## config.mk

```make
export PLATFORM = sky130hd
export DESIGN_NAME = rle_image_decoder_flat
export DESIGN_NICKNAME = d
export VERILOG_FILES = /design/src/sv/rled_pkg.sv /design/src/sv/rled_ifs.sv /design/src/sv/rled_ctrl.sv /design/src/sv/rled_dp.sv /design/src/sv/rle_image_decoder.sv /design/src/flat_wrapper.sv
export SDC_FILE = /design/constraint.sdc
export NUM_CORES = 1
export LEC_CHECK = 0
export ABC_AREA = 1
export ABC_CLOCK_PERIOD_IN_PS = 10320
export BUFFER_PORTS_ARGS = -buffer_cell sky130_fd_sc_hd__buf_2
export CAP_MARGIN = 20
export CORE_MARGIN = 3
export CORE_UTILIZATION = 56
export DETAILED_ROUTE_END_ITERATION = 8
export PLACE_DENSITY_LB_ADDON = 0.15
export SLEW_MARGIN = 0
export SYNTH_ARGS = -nofsm -noshare
export SYNTH_HDL_FRONTEND = slang
export SYNTH_SLANG_ARGS = --single-unit
```

## constraint.sdc

```tcl
create_clock -name clk -period 10.32 [get_ports clk]
set_input_delay 2.064 -clock clk [delete_from_list [all_inputs] [get_ports clk]]
set_output_delay 2.064 -clock clk [all_outputs]
set_load 0.005 [all_outputs]
```

## src/sv/rled_pkg.sv

```systemverilog
// Shared constants, codes and control/status types for the run-length image decoder.
// Depends on nothing; every other file of the block imports it.
`default_nettype none

package rled_pkg;

  // Field widths of the stream, result and configuration ports and of the bit buffer.
  localparam int unsigned BYTE_W     = 8;
  localparam int unsigned PIX_W      = 32;
  localparam int unsigned CNT_W      = 15;
  localparam int unsigned ST_W       = 3;
  localparam int unsigned TOT_W      = 25;
  localparam int unsigned BUF_W      = 16;
  localparam int unsigned HELD_W     = 5;
  localparam int unsigned CFG_IDX_W  = 2;
  localparam int unsigned CFG_DATA_W = 25;

  // Decode phases of the stream parser.
  localparam logic [2:0] PH_HEADER = 3'd0;
  localparam logic [2:0] PH_HIGH   = 3'd1;
  localparam logic [2:0] PH_PIXEL  = 3'd2;
  localparam logic [2:0] PH_DONE   = 3'd3;
  localparam logic [2:0] PH_ERROR  = 3'd4;

  // Frame types carried in the two low header bits.
  localparam logic [1:0] KIND_ZERO    = 2'b00;
  localparam logic [1:0] KIND_LITERAL = 2'b01;
  localparam logic [1:0] KIND_SHORT   = 2'b10;
  localparam logic [1:0] KIND_LONG    = 2'b11;

  // Result status codes.
  localparam logic [ST_W-1:0] ST_RUN         = 3'd0;
  localparam logic [ST_W-1:0] ST_COMPLETE    = 3'd1;
  localparam logic [ST_W-1:0] ST_FRAME_ERR   = 3'd2;
  localparam logic [ST_W-1:0] ST_PIXEL_TRUNC = 3'd3;
  localparam logic [ST_W-1:0] ST_LONG_TRUNC  = 3'd4;

  // Configuration register indexes.
  localparam logic [CFG_IDX_W-1:0] CFG_INDEXED_MODE = 2'd0;
  localparam logic [CFG_IDX_W-1:0] CFG_INDEX_BITS   = 2'd1;
  localparam logic [CFG_IDX_W-1:0] CFG_COLOR_BYTES  = 2'd2;
  localparam logic [CFG_IDX_W-1:0] CFG_TOTAL_PIXELS = 2'd3;

  // Commands from the controller to the datapath.
  typedef struct packed {
    logic load;       // take the accepted byte into the bit buffer
    logic step;       // commit one decode step
    logic push;       // move the held result into the output register
    logic push_last;  // the pushed result closes the current byte
  } rled_cmd_t;

  // Status from the datapath to the controller.
  typedef struct packed {
    logic it_emit;     // the pending decode step produces a result
    logic it_end;      // the pending decode step finishes the current byte
    logic pend_valid;  // a result is held waiting for its last flag
    logic out_free;    // the output register can take a result this cycle
  } rled_stat_t;

endpackage

`default_nettype wire

```

## src/sv/rled_ifs.sv

```systemverilog
// Valid/ready channel interfaces for the compressed byte input and the result output.
// Depends on rled_pkg for the field widths.
`default_nettype none

interface rled_in_if
  import rled_pkg::*;
  ();
  logic              valid;
  logic              ready;
  logic [BYTE_W-1:0] data_byte;
  logic              end_of_stream;

  modport source (output valid, output data_byte, output end_of_stream, input ready);
  modport sink   (input valid, input data_byte, input end_of_stream, output ready);
endinterface

interface rled_out_if
  import rled_pkg::*;
  ();
  logic             valid;
  logic             ready;
  logic [PIX_W-1:0] pixel_value;
  logic [CNT_W-1:0] repeat_count;
  logic [ST_W-1:0]  status;
  logic             last;

  modport source (output valid, output pixel_value, output repeat_count, output status,
                  output last, input ready);
  modport sink   (input valid, input pixel_value, input repeat_count, input status,
                  input last, output ready);
endinterface

`default_nettype wire

```

## src/sv/rled_ctrl.sv

```systemverilog
// Controller of the run-length image decoder: sequences accept, decode steps and flush.
// Depends on rled_pkg for the command and status types.
`default_nettype none

module rled_ctrl
  import rled_pkg::*;
(
  input  wire logic       clk,
  input  wire logic       rst,
  input  wire logic       in_valid,
  output logic            in_ready,
  input  wire rled_stat_t stat,
  output rled_cmd_t       cmd
);

  localparam logic [1:0] S_IDLE  = 2'd0;
  localparam logic [1:0] S_RUN   = 2'd1;
  localparam logic [1:0] S_FLUSH = 2'd2;

  logic [1:0] state;
  logic [1:0] state_next;

  // Next state and commands.
  always_comb begin
    state_next = state;
    cmd        = '0;
    in_ready   = 1'b0;
    unique case (state)
      S_IDLE: begin
        in_ready = 1'b1;
        if (in_valid) begin
          cmd.load   = 1'b1;
          state_next = S_RUN;
        end
      end
      S_RUN: begin
        // A new result may only replace the held one if that one can move on.
        if (!(stat.it_emit && stat.pend_valid && !stat.out_free)) begin
          cmd.step = 1'b1;
          cmd.push = stat.it_emit && stat.pend_valid;
          if (stat.it_end) begin
            state_next = S_FLUSH;
          end
        end
      end
      S_FLUSH: begin
        if (!stat.pend_valid) begin
          state_next = S_IDLE;
        end else if (stat.out_free) begin
          cmd.push      = 1'b1;
          cmd.push_last = 1'b1;
          state_next    = S_IDLE;
        end
      end
      default: begin
        state_next = S_IDLE;
      end
    endcase
  end

  // State register.
  always_ff @(posedge clk) begin
    if (rst) begin
      state <= S_IDLE;
    end else begin
      state <= state_next;
    end
  end

endmodule

`default_nettype wire

```

## src/sv/rled_dp.sv

```systemverilog
// Datapath of the run-length image decoder (needs rled_pkg): configuration, bit buffer,
// frame state, one decode step per cycle unless stalled, held result, output register.
`default_nettype none

module rled_dp
  import rled_pkg::*;
(
  input  wire logic                  clk,
  input  wire logic                  rst,
  input  wire logic                  cfg_wen,
  input  wire logic [CFG_IDX_W-1:0]  cfg_index,
  input  wire logic [CFG_DATA_W-1:0] cfg_data,
  input  wire logic [BYTE_W-1:0]     data_byte,
  input  wire logic                  end_of_stream,
  input  wire rled_cmd_t             cmd,
  output rled_stat_t                 stat,
  output logic                       out_valid,
  input  wire logic                  out_ready,
  output logic [PIX_W-1:0]           pixel_value,
  output logic [CNT_W-1:0]           repeat_count,
  output logic [ST_W-1:0]            status,
  output logic                       last
);

  // Configuration registers.
  logic             indexed_mode;
  logic [3:0]       index_bits;
  logic [2:0]       color_bytes;
  logic [TOT_W-1:0] total_pixels;

  // Decoder state.
  logic [BUF_W-1:0]  bit_buffer, bit_buffer_next;
  logic [HELD_W-1:0] bits_held, bits_held_next;
  logic [2:0]        decode_phase, decode_phase_next;
  logic [1:0]        frame_kind, frame_kind_next;
  logic [CNT_W-1:0]  frame_count, frame_count_next;
  logic [PIX_W-1:0]  color_acc, color_acc_next;
  logic [2:0]        color_taken, color_taken_next;
  logic [TOT_W-1:0]  pixels_emitted, pixels_emitted_next;
  logic              eos;

  // Held result, waiting to learn whether it closes the byte.
  logic             pend_valid;
  logic [PIX_W-1:0] pend_value;
  logic [CNT_W-1:0] pend_count;
  logic [ST_W-1:0]  pend_status;

  // Step outputs.
  logic             it_emit, it_end;
  logic [PIX_W-1:0] r_value;
  logic [CNT_W-1:0] r_count;
  logic [ST_W-1:0]  r_status;

  // Step intermediates.
  logic [3:0]        eff_ib;
  logic [2:0]        eff_cb;
  logic [3:0]        tk_n;
  logic              have;
  logic [HELD_W-1:0] tk_rest;
  logic [BUF_W-1:0]  tk_mask;
  logic [BYTE_W-1:0] tk_val;
  logic [BUF_W-1:0]  buf_rest;
  logic [5:0]        hdr_n;
  logic [CNT_W-1:0]  cnt_long, cnt_hdr, run_cnt;
  logic              run_over;
  logic              complete;
  logic [PIX_W-1:0]  acc_t;
  logic [2:0]        taken_t;
  logic              px_fire;
  logic [PIX_W-1:0]  px_value;
  logic [CNT_W-1:0]  lit_left;
  logic              do_fail;
  logic [ST_W-1:0]   fail_status;

  // Effective field sizes with out-of-range values clamped.
  always_comb begin
    eff_ib = index_bits;
    if (index_bits == 4'd0) begin
      eff_ib = 4'd1;
    end else if (index_bits > 4'd8) begin
      eff_ib = 4'd8;
    end
    eff_cb = color_bytes;
    if (color_bytes == 3'd0) begin
      eff_cb = 3'd1;
    end else if (color_bytes > 3'd4) begin
      eff_cb = 3'd4;
    end
  end

  // Bit field extraction: the top tk_n of the bits held, MSB first.
  always_comb begin
    tk_n     = (decode_phase == PH_PIXEL && indexed_mode) ? eff_ib : 4'd8;
    have     = bits_held >= HELD_W'(tk_n);
    tk_rest  = bits_held - HELD_W'(tk_n);
    tk_mask  = (BUF_W'(1) << tk_n) - BUF_W'(1);
    tk_val   = BYTE_W'((bit_buffer >> tk_rest) & tk_mask);
    buf_rest = bit_buffer & ((BUF_W'(1) << tk_rest) - BUF_W'(1));
  end

  // Run length of the frame being opened and its bound against the image size.
  always_comb begin
    hdr_n    = tk_val[7:2];
    cnt_long = CNT_W'({tk_val, frame_count[5:0]}) + CNT_W'(1);
    cnt_hdr  = (tk_val[1:0] == KIND_ZERO) ? CNT_W'(hdr_n) : CNT_W'(hdr_n) + CNT_W'(1);
    run_cnt  = (decode_phase == PH_HIGH) ? cnt_long : cnt_hdr;
    run_over = ({1'b0, pixels_emitted} + (TOT_W + 1)'(run_cnt)) > {1'b0, total_pixels};
    complete = pixels_emitted >= total_pixels;
  end

  // Raw colour byte gathering, first byte in the low bits.
  always_comb begin
    acc_t   = color_acc;
    taken_t = color_taken;
    if (color_taken < eff_cb) begin
      acc_t   = color_acc | (PIX_W'(tk_val) << {color_taken[1:0], 3'b000});
      taken_t = color_taken + 3'd1;
    end
  end

  // One decode step.
  always_comb begin
    bit_buffer_next     = bit_buffer;
    bits_held_next      = bits_held;
    decode_phase_next   = decode_phase;
    frame_kind_next     = frame_kind;
    frame_count_next    = frame_count;
    color_acc_next      = color_acc;
    color_taken_next    = color_taken;
    pixels_emitted_next = pixels_emitted;
    it_emit             = 1'b0;
    it_end              = 1'b0;
    r_value             = '0;
    r_count             = '0;
    r_status            = ST_RUN;
    px_fire             = 1'b0;
    px_value            = '0;
    do_fail             = 1'b0;
    fail_status         = ST_FRAME_ERR;
    lit_left            = frame_count - CNT_W'(1);

    unique case (decode_phase)
      PH_HEADER: begin
        if (complete) begin
          it_emit           = 1'b1;
          it_end            = 1'b1;
          r_status          = ST_COMPLETE;
          decode_phase_next = PH_DONE;
          bit_buffer_next   = '0;
          bits_held_next    = '0;
        end else if (!have) begin
          it_end  = 1'b1;
          do_fail = eos;
        end else begin
          bit_buffer_next = buf_rest;
          bits_held_next  = tk_rest;
          frame_kind_next = tk_val[1:0];
          if (tk_val[1:0] == KIND_LONG) begin
            frame_count_next  = CNT_W'(hdr_n);
            decode_phase_next = PH_HIGH;
          end else if (tk_val[1:0] == KIND_ZERO) begin
            if (hdr_n == 6'd0 || run_over) begin
              do_fail = 1'b1;
            end else begin
              it_emit             = 1'b1;
              r_count             = CNT_W'(hdr_n);
              pixels_emitted_next = pixels_emitted + TOT_W'(hdr_n);
            end
          end else if (run_over) begin
            do_fail = 1'b1;
          end else begin
            frame_count_next  = run_cnt;
            color_acc_next    = '0;
            color_taken_next  = '0;
            decode_phase_next = PH_PIXEL;
          end
        end
      end
      PH_HIGH: begin
        if (!have) begin
          it_end      = 1'b1;
          do_fail     = eos;
          fail_status = ST_LONG_TRUNC;
        end else begin
          bit_buffer_next = buf_rest;
          bits_held_next  = tk_rest;
          if (run_over) begin
            do_fail = 1'b1;
          end else begin
            frame_count_next  = run_cnt;
            color_acc_next    = '0;
            color_taken_next  = '0;
            decode_phase_next = PH_PIXEL;
          end
        end
      end
      PH_PIXEL: begin
        fail_status = ST_PIXEL_TRUNC;
        if (indexed_mode) begin
          if (!have) begin
            it_end  = 1'b1;
            do_fail = eos;
          end else begin
            bit_buffer_next = buf_rest;
            bits_held_next  = tk_rest;
            px_fire         = 1'b1;
            px_value        = PIX_W'(tk_val);
          end
        end else if (color_taken < eff_cb && !have) begin
          it_end  = 1'b1;
          do_fail = eos;
        end else begin
          if (color_taken < eff_cb) begin
            bit_buffer_next = buf_rest;
            bits_held_next  = tk_rest;
          end
          if (taken_t < eff_cb) begin
            color_acc_next   = acc_t;
            color_taken_next = taken_t;
          end else begin
            color_acc_next   = '0;
            color_taken_next = '0;
            px_fire          = 1'b1;
            px_value         = acc_t;
          end
        end
      end
      PH_DONE, PH_ERROR: begin
        it_end = 1'b1;
      end
      default: begin
        it_end = 1'b1;
      end
    endcase

    // A finished pixel: literal frames give one result per pixel, runs give one.
    if (px_fire) begin
      it_emit = 1'b1;
      r_value = px_value;
      if (frame_kind == KIND_LITERAL) begin
        r_count             = CNT_W'(1);
        pixels_emitted_next = pixels_emitted + TOT_W'(1);
        frame_count_next    = lit_left;
        if (lit_left == '0) begin
          decode_phase_next = PH_HEADER;
        end
      end else begin
        r_count             = frame_count;
        pixels_emitted_next = pixels_emitted + TOT_W'(frame_count);
        frame_count_next    = '0;
        decode_phase_next   = PH_HEADER;
      end
    end

    // Any error stops decoding until reset.
    if (do_fail) begin
      it_emit           = 1'b1;
      it_end            = 1'b1;
      r_value           = '0;
      r_count           = '0;
      r_status          = fail_status;
      decode_phase_next = PH_ERROR;
      bit_buffer_next   = '0;
      bits_held_next    = '0;
    end
  end

  // Configuration writes.
  always_ff @(posedge clk) begin
    if (rst) begin
      indexed_mode <= 1'b1;
      index_bits   <= 4'd8;
      color_bytes  <= 3'd2;
      total_pixels <= TOT_W'(1);
    end else if (cfg_wen) begin
      unique case (cfg_index)
        CFG_INDEXED_MODE: indexed_mode <= cfg_data[0];
        CFG_INDEX_BITS:   index_bits   <= cfg_data[3:0];
        CFG_COLOR_BYTES:  color_bytes  <= cfg_data[2:0];
        CFG_TOTAL_PIXELS: total_pixels <= cfg_data[TOT_W-1:0];
        default: begin
        end
      endcase
    end
  end

  // Decoder state: bytes are shifted in on load, steps commit one at a time.
  always_ff @(posedge clk) begin
    if (rst) begin
      bit_buffer     <= '0;
      bits_held      <= '0;
      decode_phase   <= PH_HEADER;
      frame_kind     <= '0;
      frame_count    <= '0;
      color_acc      <= '0;
      color_taken    <= '0;
      pixels_emitted <= '0;
      eos            <= 1'b0;
    end else if (cmd.load) begin
      eos <= end_of_stream;
      if (decode_phase != PH_DONE && decode_phase != PH_ERROR) begin
        bit_buffer <= {bit_buffer[BUF_W-BYTE_W-1:0], data_byte};
        bits_held  <= bits_held + HELD_W'(BYTE_W);
      end
    end else if (cmd.step) begin
      bit_buffer     <= bit_buffer_next;
      bits_held      <= bits_held_next;
      decode_phase   <= decode_phase_next;
      frame_kind     <= frame_kind_next;
      frame_count    <= frame_count_next;
      color_acc      <= color_acc_next;
      color_taken    <= color_taken_next;
      pixels_emitted <= pixels_emitted_next;
    end
  end

  // Held result control.
  always_ff @(posedge clk) begin
    if (rst) begin
      pend_valid <= 1'b0;
    end else if (cmd.step && it_emit) begin
      pend_valid <= 1'b1;
    end else if (cmd.push) begin
      pend_valid <= 1'b0;
    end
  end

  // Held result payload.
  always_ff @(posedge clk) begin
    if (cmd.step && it_emit) begin
      pend_value  <= r_value;
      pend_count  <= r_count;
      pend_status <= r_status;
    end
  end

  // Output register control.
  always_ff @(posedge clk) begin
    if (rst) begin
      out_valid <= 1'b0;
    end else if (cmd.push) begin
      out_valid <= 1'b1;
    end else if (out_ready) begin
      out_valid <= 1'b0;
    end
  end

  // Output register payload.
  always_ff @(posedge clk) begin
    if (cmd.push) begin
      pixel_value  <= pend_value;
      repeat_count <= pend_count;
      status       <= pend_status;
      last         <= cmd.push_last;
    end
  end

  // Status back to the controller.
  always_comb begin
    stat.it_emit    = it_emit;
    stat.it_end     = it_end;
    stat.pend_valid = pend_valid;
    stat.out_free   = !out_valid || out_ready;
  end

endmodule

`default_nettype wire

```

## src/sv/rle_image_decoder.sv

```systemverilog
// Run-length image decoder. A byte is taken while idle, then decoded one field per cycle
// (header, long-count high byte, palette index or raw colour byte), then closed by a step
// that finds the bits used up and a flush state. Results leave through an output register,
// and a stalled output holds the decoder only when a second result waits.
// Reset is synchronous, active high.
`default_nettype none

module rle_image_decoder
  import rled_pkg::*;
(
  input  wire logic                  clk,
  input  wire logic                  rst,
  rled_in_if.sink                    in_ch,
  rled_out_if.source                 out_ch,
  input  wire logic                  cfg_wen,
  input  wire logic [CFG_IDX_W-1:0]  cfg_index,
  input  wire logic [CFG_DATA_W-1:0] cfg_data
);

  rled_cmd_t  cmd;
  rled_stat_t stat;

  // Sequencing of accept, decode steps and flush.
  rled_ctrl u_ctrl (
    .clk      (clk),
    .rst      (rst),
    .in_valid (in_ch.valid),
    .in_ready (in_ch.ready),
    .stat     (stat),
    .cmd      (cmd)
  );

  // Parsing, configuration and result registers.
  rled_dp u_dp (
    .clk           (clk),
    .rst           (rst),
    .cfg_wen       (cfg_wen),
    .cfg_index     (cfg_index),
    .cfg_data      (cfg_data),
    .data_byte     (in_ch.data_byte),
    .end_of_stream (in_ch.end_of_stream),
    .cmd           (cmd),
    .stat          (stat),
    .out_valid     (out_ch.valid),
    .out_ready     (out_ch.ready),
    .pixel_value   (out_ch.pixel_value),
    .repeat_count  (out_ch.repeat_count),
    .status        (out_ch.status),
    .last          (out_ch.last)
  );

`ifndef SYNTHESIS
  // A push always has a held result behind it.
  a_push_has_result: assert property (@(posedge clk) disable iff (rst)
    cmd.push |-> stat.pend_valid)
    else $error("result pushed with nothing held");

  // A new byte is only taken once the previous byte's results are flushed.
  a_idle_flushed: assert property (@(posedge clk) disable iff (rst)
    in_ch.ready |-> !stat.pend_valid)
    else $error("byte accepted while a result is still held");

  // A held result is never overwritten without moving on.
  a_no_overwrite: assert property (@(posedge clk) disable iff (rst)
    (cmd.step && stat.it_emit && stat.pend_valid) |-> cmd.push)
    else $error("held result overwritten");

  // A pushed result shows at the output in the next cycle.
  a_push_shows: assert property (@(posedge clk) disable iff (rst)
    cmd.push |=> out_ch.valid)
    else $error("pushed result not presented");
`endif

endmodule

`default_nettype wire

```

## src/flat_wrapper.sv

```systemverilog
// flat-port wrapper written by rule: the top's interface ports become plain ports
module rle_image_decoder_flat import rled_pkg::*;
  (clk, rst, cfg_wen, cfg_index, cfg_data, in_ch_valid, in_ch_data_byte, in_ch_end_of_stream, in_ch_ready, out_ch_valid, out_ch_pixel_value, out_ch_repeat_count, out_ch_status, out_ch_last, out_ch_ready);
  rled_in_if in_ch_i ();
  rled_out_if out_ch_i ();
  input  wire logic clk;
  input  wire logic rst;
  input  wire logic cfg_wen;
  input  wire logic [CFG_IDX_W-1:0] cfg_index;
  input  wire logic [CFG_DATA_W-1:0] cfg_data;
  input wire logic [$bits(in_ch_i.valid)-1:0] in_ch_valid;
  input wire logic [$bits(in_ch_i.data_byte)-1:0] in_ch_data_byte;
  input wire logic [$bits(in_ch_i.end_of_stream)-1:0] in_ch_end_of_stream;
  output wire logic [$bits(in_ch_i.ready)-1:0] in_ch_ready;
  output wire logic [$bits(out_ch_i.valid)-1:0] out_ch_valid;
  output wire logic [$bits(out_ch_i.pixel_value)-1:0] out_ch_pixel_value;
  output wire logic [$bits(out_ch_i.repeat_count)-1:0] out_ch_repeat_count;
  output wire logic [$bits(out_ch_i.status)-1:0] out_ch_status;
  output wire logic [$bits(out_ch_i.last)-1:0] out_ch_last;
  input wire logic [$bits(out_ch_i.ready)-1:0] out_ch_ready;
  assign in_ch_i.valid = in_ch_valid;
  assign in_ch_i.data_byte = in_ch_data_byte;
  assign in_ch_i.end_of_stream = in_ch_end_of_stream;
  assign in_ch_ready = in_ch_i.ready;
  assign out_ch_valid = out_ch_i.valid;
  assign out_ch_pixel_value = out_ch_i.pixel_value;
  assign out_ch_repeat_count = out_ch_i.repeat_count;
  assign out_ch_status = out_ch_i.status;
  assign out_ch_last = out_ch_i.last;
  assign out_ch_i.ready = out_ch_ready;
  rle_image_decoder u_core (.clk(clk), .rst(rst), .in_ch(in_ch_i), .out_ch(out_ch_i), .cfg_wen(cfg_wen), .cfg_index(cfg_index), .cfg_data(cfg_data));
endmodule
```

# Word-level counts from Yosys, hierarchy flattened
# Index checks and enable logic that the tools add are counted.
# word_totals
ff_bits,240
output_inout_bits,53
input_bits,41
# classes
shifts,4
bitwise,7
n_eq_ne,32
n_reduce_logical,41
muxes,142
n_addsub,12
order_cmp,7
# ops
operator,n
2-to-1 mux 32 bit,13
2-to-1 mux 25 bit,8
2-to-1 mux 15 bit,11
2-to-1 mux 16 bit,9
case mux 32 bit (3 select lines),1
2-to-1 mux 3 bit,24
case mux 16 bit (3 select lines),1
2-to-1 mux 5 bit,9
2-to-1 mux 1 bit,38
2-to-1 mux 6 bit,6
OR 32 bit,1
<< shifter 8 x 5 -> 32 bit,1
case mux 15 bit (2 select lines),1
adder 25 x 15 -> 26 bit,1
greater-than comparator 26 x 25 -> 1 bit,1
inequality test 2 bit (second input constant),13
adder 25 x 1 -> 25 bit (second input constant),1
adder 25 x 15 -> 25 bit,1
adder 25 x 6 -> 25 bit,1
>= comparator 25 bit,1
bitwise AND 16 bit,1
2-to-1 mux 2 bit,8
<< shifter 1 x 5 -> 16 bit (first input constant),1
right shift 16 x 5 -> 8 bit,1
52 further kinds,92

# Longest topological paths before layout
# depth
ltp_word,27
mapped_depth,64
mapped_depth_nobuf,63

# Hierarchy
# Synthesis repeated with hierarchy kept, for this count alone.
# unflattened
cells_unflattened,2172
hier_area_um2,15813.9
# by_module_without_submodules
module,seq_area_each_um2,instances,area_each_um2,cells_each
rled_dp,5775.5,1,15593.7,2133
rled_ctrl,40.0,1,220.2,39

# Worst setup path after synthesis
# No wires, ideal clock.
# synth_timing
path_type,flip-flop to flip-flop
startpoint,reg u_core.u_dp.decode_phase[1]
endpoint,"reg u_core.u_dp.pend_count[0], enable pin"
setup_ps,404
required_ps,9916
stages_incl_launch_ff,55
synth_period_minus_slack_ps,8460
slack_ps,1860
t_arrival_ps,8055
path_cell_list,dfxtp_1 nand3_2 inv_2 nand3_2 nor2_1 ha_1 inv_1 fa_1 inv_1 clkbuf_1 a21oi_1 o21ai_0 nand2_1 nor2_1 inv_1 nand2_1 nand3_1 o21ai_0 [... 19 more ...] inv_1 ha_1 nand2_1 inv_1 nand4_1 nor2_1 nand3b_1 nand2_1 nand2_1 nand3_1 nand2_1 nand2_2 nand3_4 nand3_4 nand2_4 inv_4 nand2_1 inv_1
# synth_between
elab_chain_len,25
elab_cells_between_ends,51
# synth_rtl
element,line_no,text
from (decl),rled_dp.sv:34,"logic [2:0] decode_phase, decode_phase_next;"
from (signal assigned),rled_dp.sv:308,decode_phase <= decode_phase_next;
"parallel branches: the longest is 19 deep, another holds adder 25 x 15 -> 26 bit",n/a,
2-to-1 mux 1 bit *,rled_dp.sv:256,if (do_fail) begin
logical AND 1 bit (2 in a row),rled_ctrl.sv:38,if (!(stat.it_emit && stat.pend_valid && !stat.out_free)) begin
2-to-1 mux 2 bit,rled_ctrl.sv:38,
2-to-1 mux 1 bit,rled_ctrl.sv:28,unique case (state)
logical AND 1 bit *,rled_dp.sv:330,if (cmd.step && it_emit) begin
to (signal assigned),rled_dp.sv:332,pend_count <= r_count;
to (decl),rled_dp.sv:45,logic [CNT_W-1:0] pend_count;
# Mark *: on every way between the ends.
# A chain may end at the register's enable or synchronous reset.

# Worst setup path after layout
# layout_timing
startpoint,reg u_core.u_dp.decode_phase[1]
endpoint,"reg u_core.u_dp.pend_count[14], enable pin"
# Same word-level chain as after synthesis.

==> metrics.md <==
| Metric | Value |
|---|---|
| Status | complete, no violations |
| WL/cell | 16.6 µm |
| Fin crit share | 92.0% |
| Core Rows | 61 |
| Setup TNS | 0 ns |
| Worst setup EP type | flop |
| Slowest stage cell, crit path | fa_1 |
| # clock sinks | 240 |
| I/O Buffers | 93 |
| Fmax achieved | 105 MHz |
| GRT overflow | 0 |
| CP required | 10.55 ns |
| Worst Path Arrival | 9.73 ns |
| Largest net degree at the start of global routing | 76 |
| Critical Path Fanout Max | 42 |
| DR pass1 iterations | 6 |
| Hold crit path type | reg -> reg |
| Clock buffer depth | 3 |
| Pins Over Slew Limit | 0 |
| PwrDens | 280 nW/µm² |
| Synth warn | 0 |
| Final hold vios | 0 |
| Worst-Margin Slew | 0.993 ns |
| Area Overhead vs Synth | 10.4% |
| Post-DP HPWL | 32.6 mm |
| Worst slew margin | 33.2% |
| Die width | 175 µm |
| Maximum vdd drop | 0.274 mV |
| Main synth FF type | dfxtp_1 |
| Async set-reset flop share out of synthesis | 0% |
| Syn_nets | 2329 |
| CTS H-tree depth | 1 |
| Pre-CTS WS | 0.710 ns |
| Share of cells above drive strength 1 | 10.8% |
| CTS tree | done |
| Initial antenna violation count | 0 |
| Die Y | 175 µm |
| Antenna-violating nets left | 0 |
| Gpl congestion | 0.949 |
| Period minus WS final | 9.50 ns |
| Die area | 30500 µm² |
| Clock buffer count from CTS | 26 |
| Number of flops mapped to enable cells by yosys | 101 |
| Most used cell, CP | nand2_1 |
| Post-route worst setup slack | 0.823 ns |
| Iter 0 DRT Violations | 1313 |
| Post-synthesis cell area | 15900 µm² |
| Setup crit start kind | flop |
| Nets | 2391 |
| Diodes inserted | 0 |
| R2r setup slk | 0.82 ns |
| Overall Global Routing Usage | 28.2% |
| Library cells used by synthesis | 68 |
| Avg Vias per Cell | 5.62 |
| Root Buffer | clkbuf_16 |
| Unrepaired setup endpoints after global routing | no |
| Clock Latency Late Sink | 0.55 ns |
| Core ar. | 27900 µm² |
| Remaining DRCs | 0 |
| CTS clock-pin slew for the worst setup and hold paths | 0.07 ns |
| Post-Syn Instances | 2185 |
| Seq/Total Area, Yosys | 36.5% |
| Cts hold-fix bufs | 0 |
| DR vias | 14900 |
| Synth Area per Inst | 7.29 µm² |
| CP peak stage delay | 0.79 ns |
| Max-cap violations | 0 |
| # setup viols final | 0 |
| Crit path kind | reg -> reg |
| Fill count | 2598 |
| I/O pin cnt | 94 |
| Worst Clk Skew | 0.0120 ns |
| Initial core utilization | 57.0% |
| Cell leakage power | 7.65 nW |
| First-pass GRT wire length | 70.8 mm |
| Yosys reg bits | 240 |
| Vias in the first global route | 13700 |
| Final wirelength | 44.0 mm |
==> placed cells by master (no fill, tap or decap), types with 13 or more instances in the layout <==
cell type / instances
a21oi_1: 184
clkbuf_16: 27
nand2_2: 17
buf_2: 93
nor3_1: 23
nand4_1: 25
o21ai_0: 185
a21oi_2: 13
dfxtp_1: 139
edfxtp_1: 101
nand3_1: 116
ha_1: 100
inv_1: 254
nand2_1: 450
nor2_1: 264
o21ai_1: 31
xor2_1: 47
xnor2_1: 18
buf_4: 20
o22ai_1: 13
==> synthesized netlist by cell type (16+ instances only) <==
library cell,number,area [µm²]
nand2_1,451,1690
clkbuf_1,48,180
o21ai_1,31,155
nor2_1,265,995
o21ai_0,185,926
nand3_1,116,581
nor3_1,23,115
inv_1,256,961
ha_1,100,1250
nand4_1,25,156
dfxtp_1,139,2780
xnor2_1,18,158
a21oi_1,184,921
xor2_1,47,412
edfxtp_1,101,3030
nand2_2,16,100
==> layout make-up <==
type	count	area, µm²	area share [%]
clock inverter	19	229	1.30
tap	378	473	2.69
inverter	269	1020	5.79
multi-input combinational	1593	8640	49.2
clock buffer	29	693	3.94
timing repair buffer	117	703	4.00
sequential	240	5820	33.1
==> logic make-up after synthesis <==
kind of cell / Yosys count / share of synthesized area, %
adder cells (fa/ha/maj): 103 / 8.23
flip-flops: 240 / 36.5
XOR/XNOR: 66 / 3.68
buffers and inverters: 352 / 9.23
multiplexers: 1 / 0.0629
AND/OR/NAND/NOR: 944 / 25.8
AO/OA/AOI/OAI: 479 / 16.5
==> registers in the layout, indices dropped and copies added (netlist names) <==
register                    flops
u_core.u_dp.color_bytes         3
u_core.u_dp.eos                 1
u_core.u_dp.last                1
u_core.u_dp.total_pixels       25
u_core.u_dp.pixels_emitted     25
u_core.u_dp.index_bits          4
u_core.u_dp.decode_phase        3
u_core.u_dp.color_acc          32
u_core.u_dp.bit_buffer         16
u_core.u_dp.frame_count        15
u_core.u_dp.pend_count         15
u_core.u_dp.status              3
u_core.u_dp.color_taken         3
u_core.u_dp.indexed_mode        1
u_core.u_dp.repeat_count       15
u_core.u_dp.pend_valid          1
u_core.u_dp.pend_value         32
u_core.u_dp.bits_held           5
u_core.u_dp.pend_status         3
u_core.u_dp.pixel_value        32
u_core.u_dp.out_valid           1
u_core.u_ctrl.state             2
u_core.u_dp.frame_kind          2
==> power by group <==
group	switching, mW	internal, mW
combinational	1.84	0.783
clock	0.404	0.589
sequential	0.0922	1.21
==> worst paths after layout <==
path | end | from | cells after the start
worst min-delay path | u_core.u_dp.pixel_value[0]$_DFFE_PP_ | u_core.u_dp.pend_value[0]$_SDFFCE_PP0P_ | 0
worst max register to register | u_core.u_dp.pend_count[14]$_SDFFCE_PP0P_ | u_core.u_dp.decode_phase[1]$_SDFFE_PP0P_ | 56
worst max-delay path | u_core.u_dp.pend_count[14]$_SDFFCE_PP0P_ | u_core.u_dp.decode_phase[1]$_SDFFE_PP0P_ | 56
worst min register to register | u_core.u_dp.pixel_value[0]$_DFFE_PP_ | u_core.u_dp.pend_value[0]$_SDFFCE_PP0P_ | 0
==> worst max-delay path, delay by kind of cell, from the launching register on <==
family / cells / cell delay [ns]
simple gates: 33 / 3.98
fa+ha+maj: 5 / 1.93
buf+inv: 11 / 1.61
compound gates: 6 / 0.98
flops: 1 / 0.47
xor+xnor: 1 / 0.15
==> through the flow <==
stage	instance area (µm²)	std cells	hold WS [ns]	util, %	power (mW)
global placement	16600	2596	0.400	59.5	3.84
floorplan	15900	2185	0.400	-	3.22
global route	17600	2645	0.422	62.9	5.29
CTS	17500	2644	0.416	62.8	4.88
finish	17600	2645	0.414	62.9	4.92
detailed placement	16600	2596	0.405	59.5	3.88
==> metal layers <==
| metal | routed length, µm | global-route usage, % |
|---|---|---|
| met2 | 19300 | 44.5 |
| met3 | 3160 | 3.74 |
| met4 | 1370 | 8.91 |
| met5 | 0 | 0 |
| met1 | 20100 | 40.4 |
==> what timing repair did <==
action	in CTS	in global routing
setup endpoints to repair	0	195
gates resized for setup	0	2
buffers inserted	0	0
No activity file was read; power rests on OpenSTA's default activity.
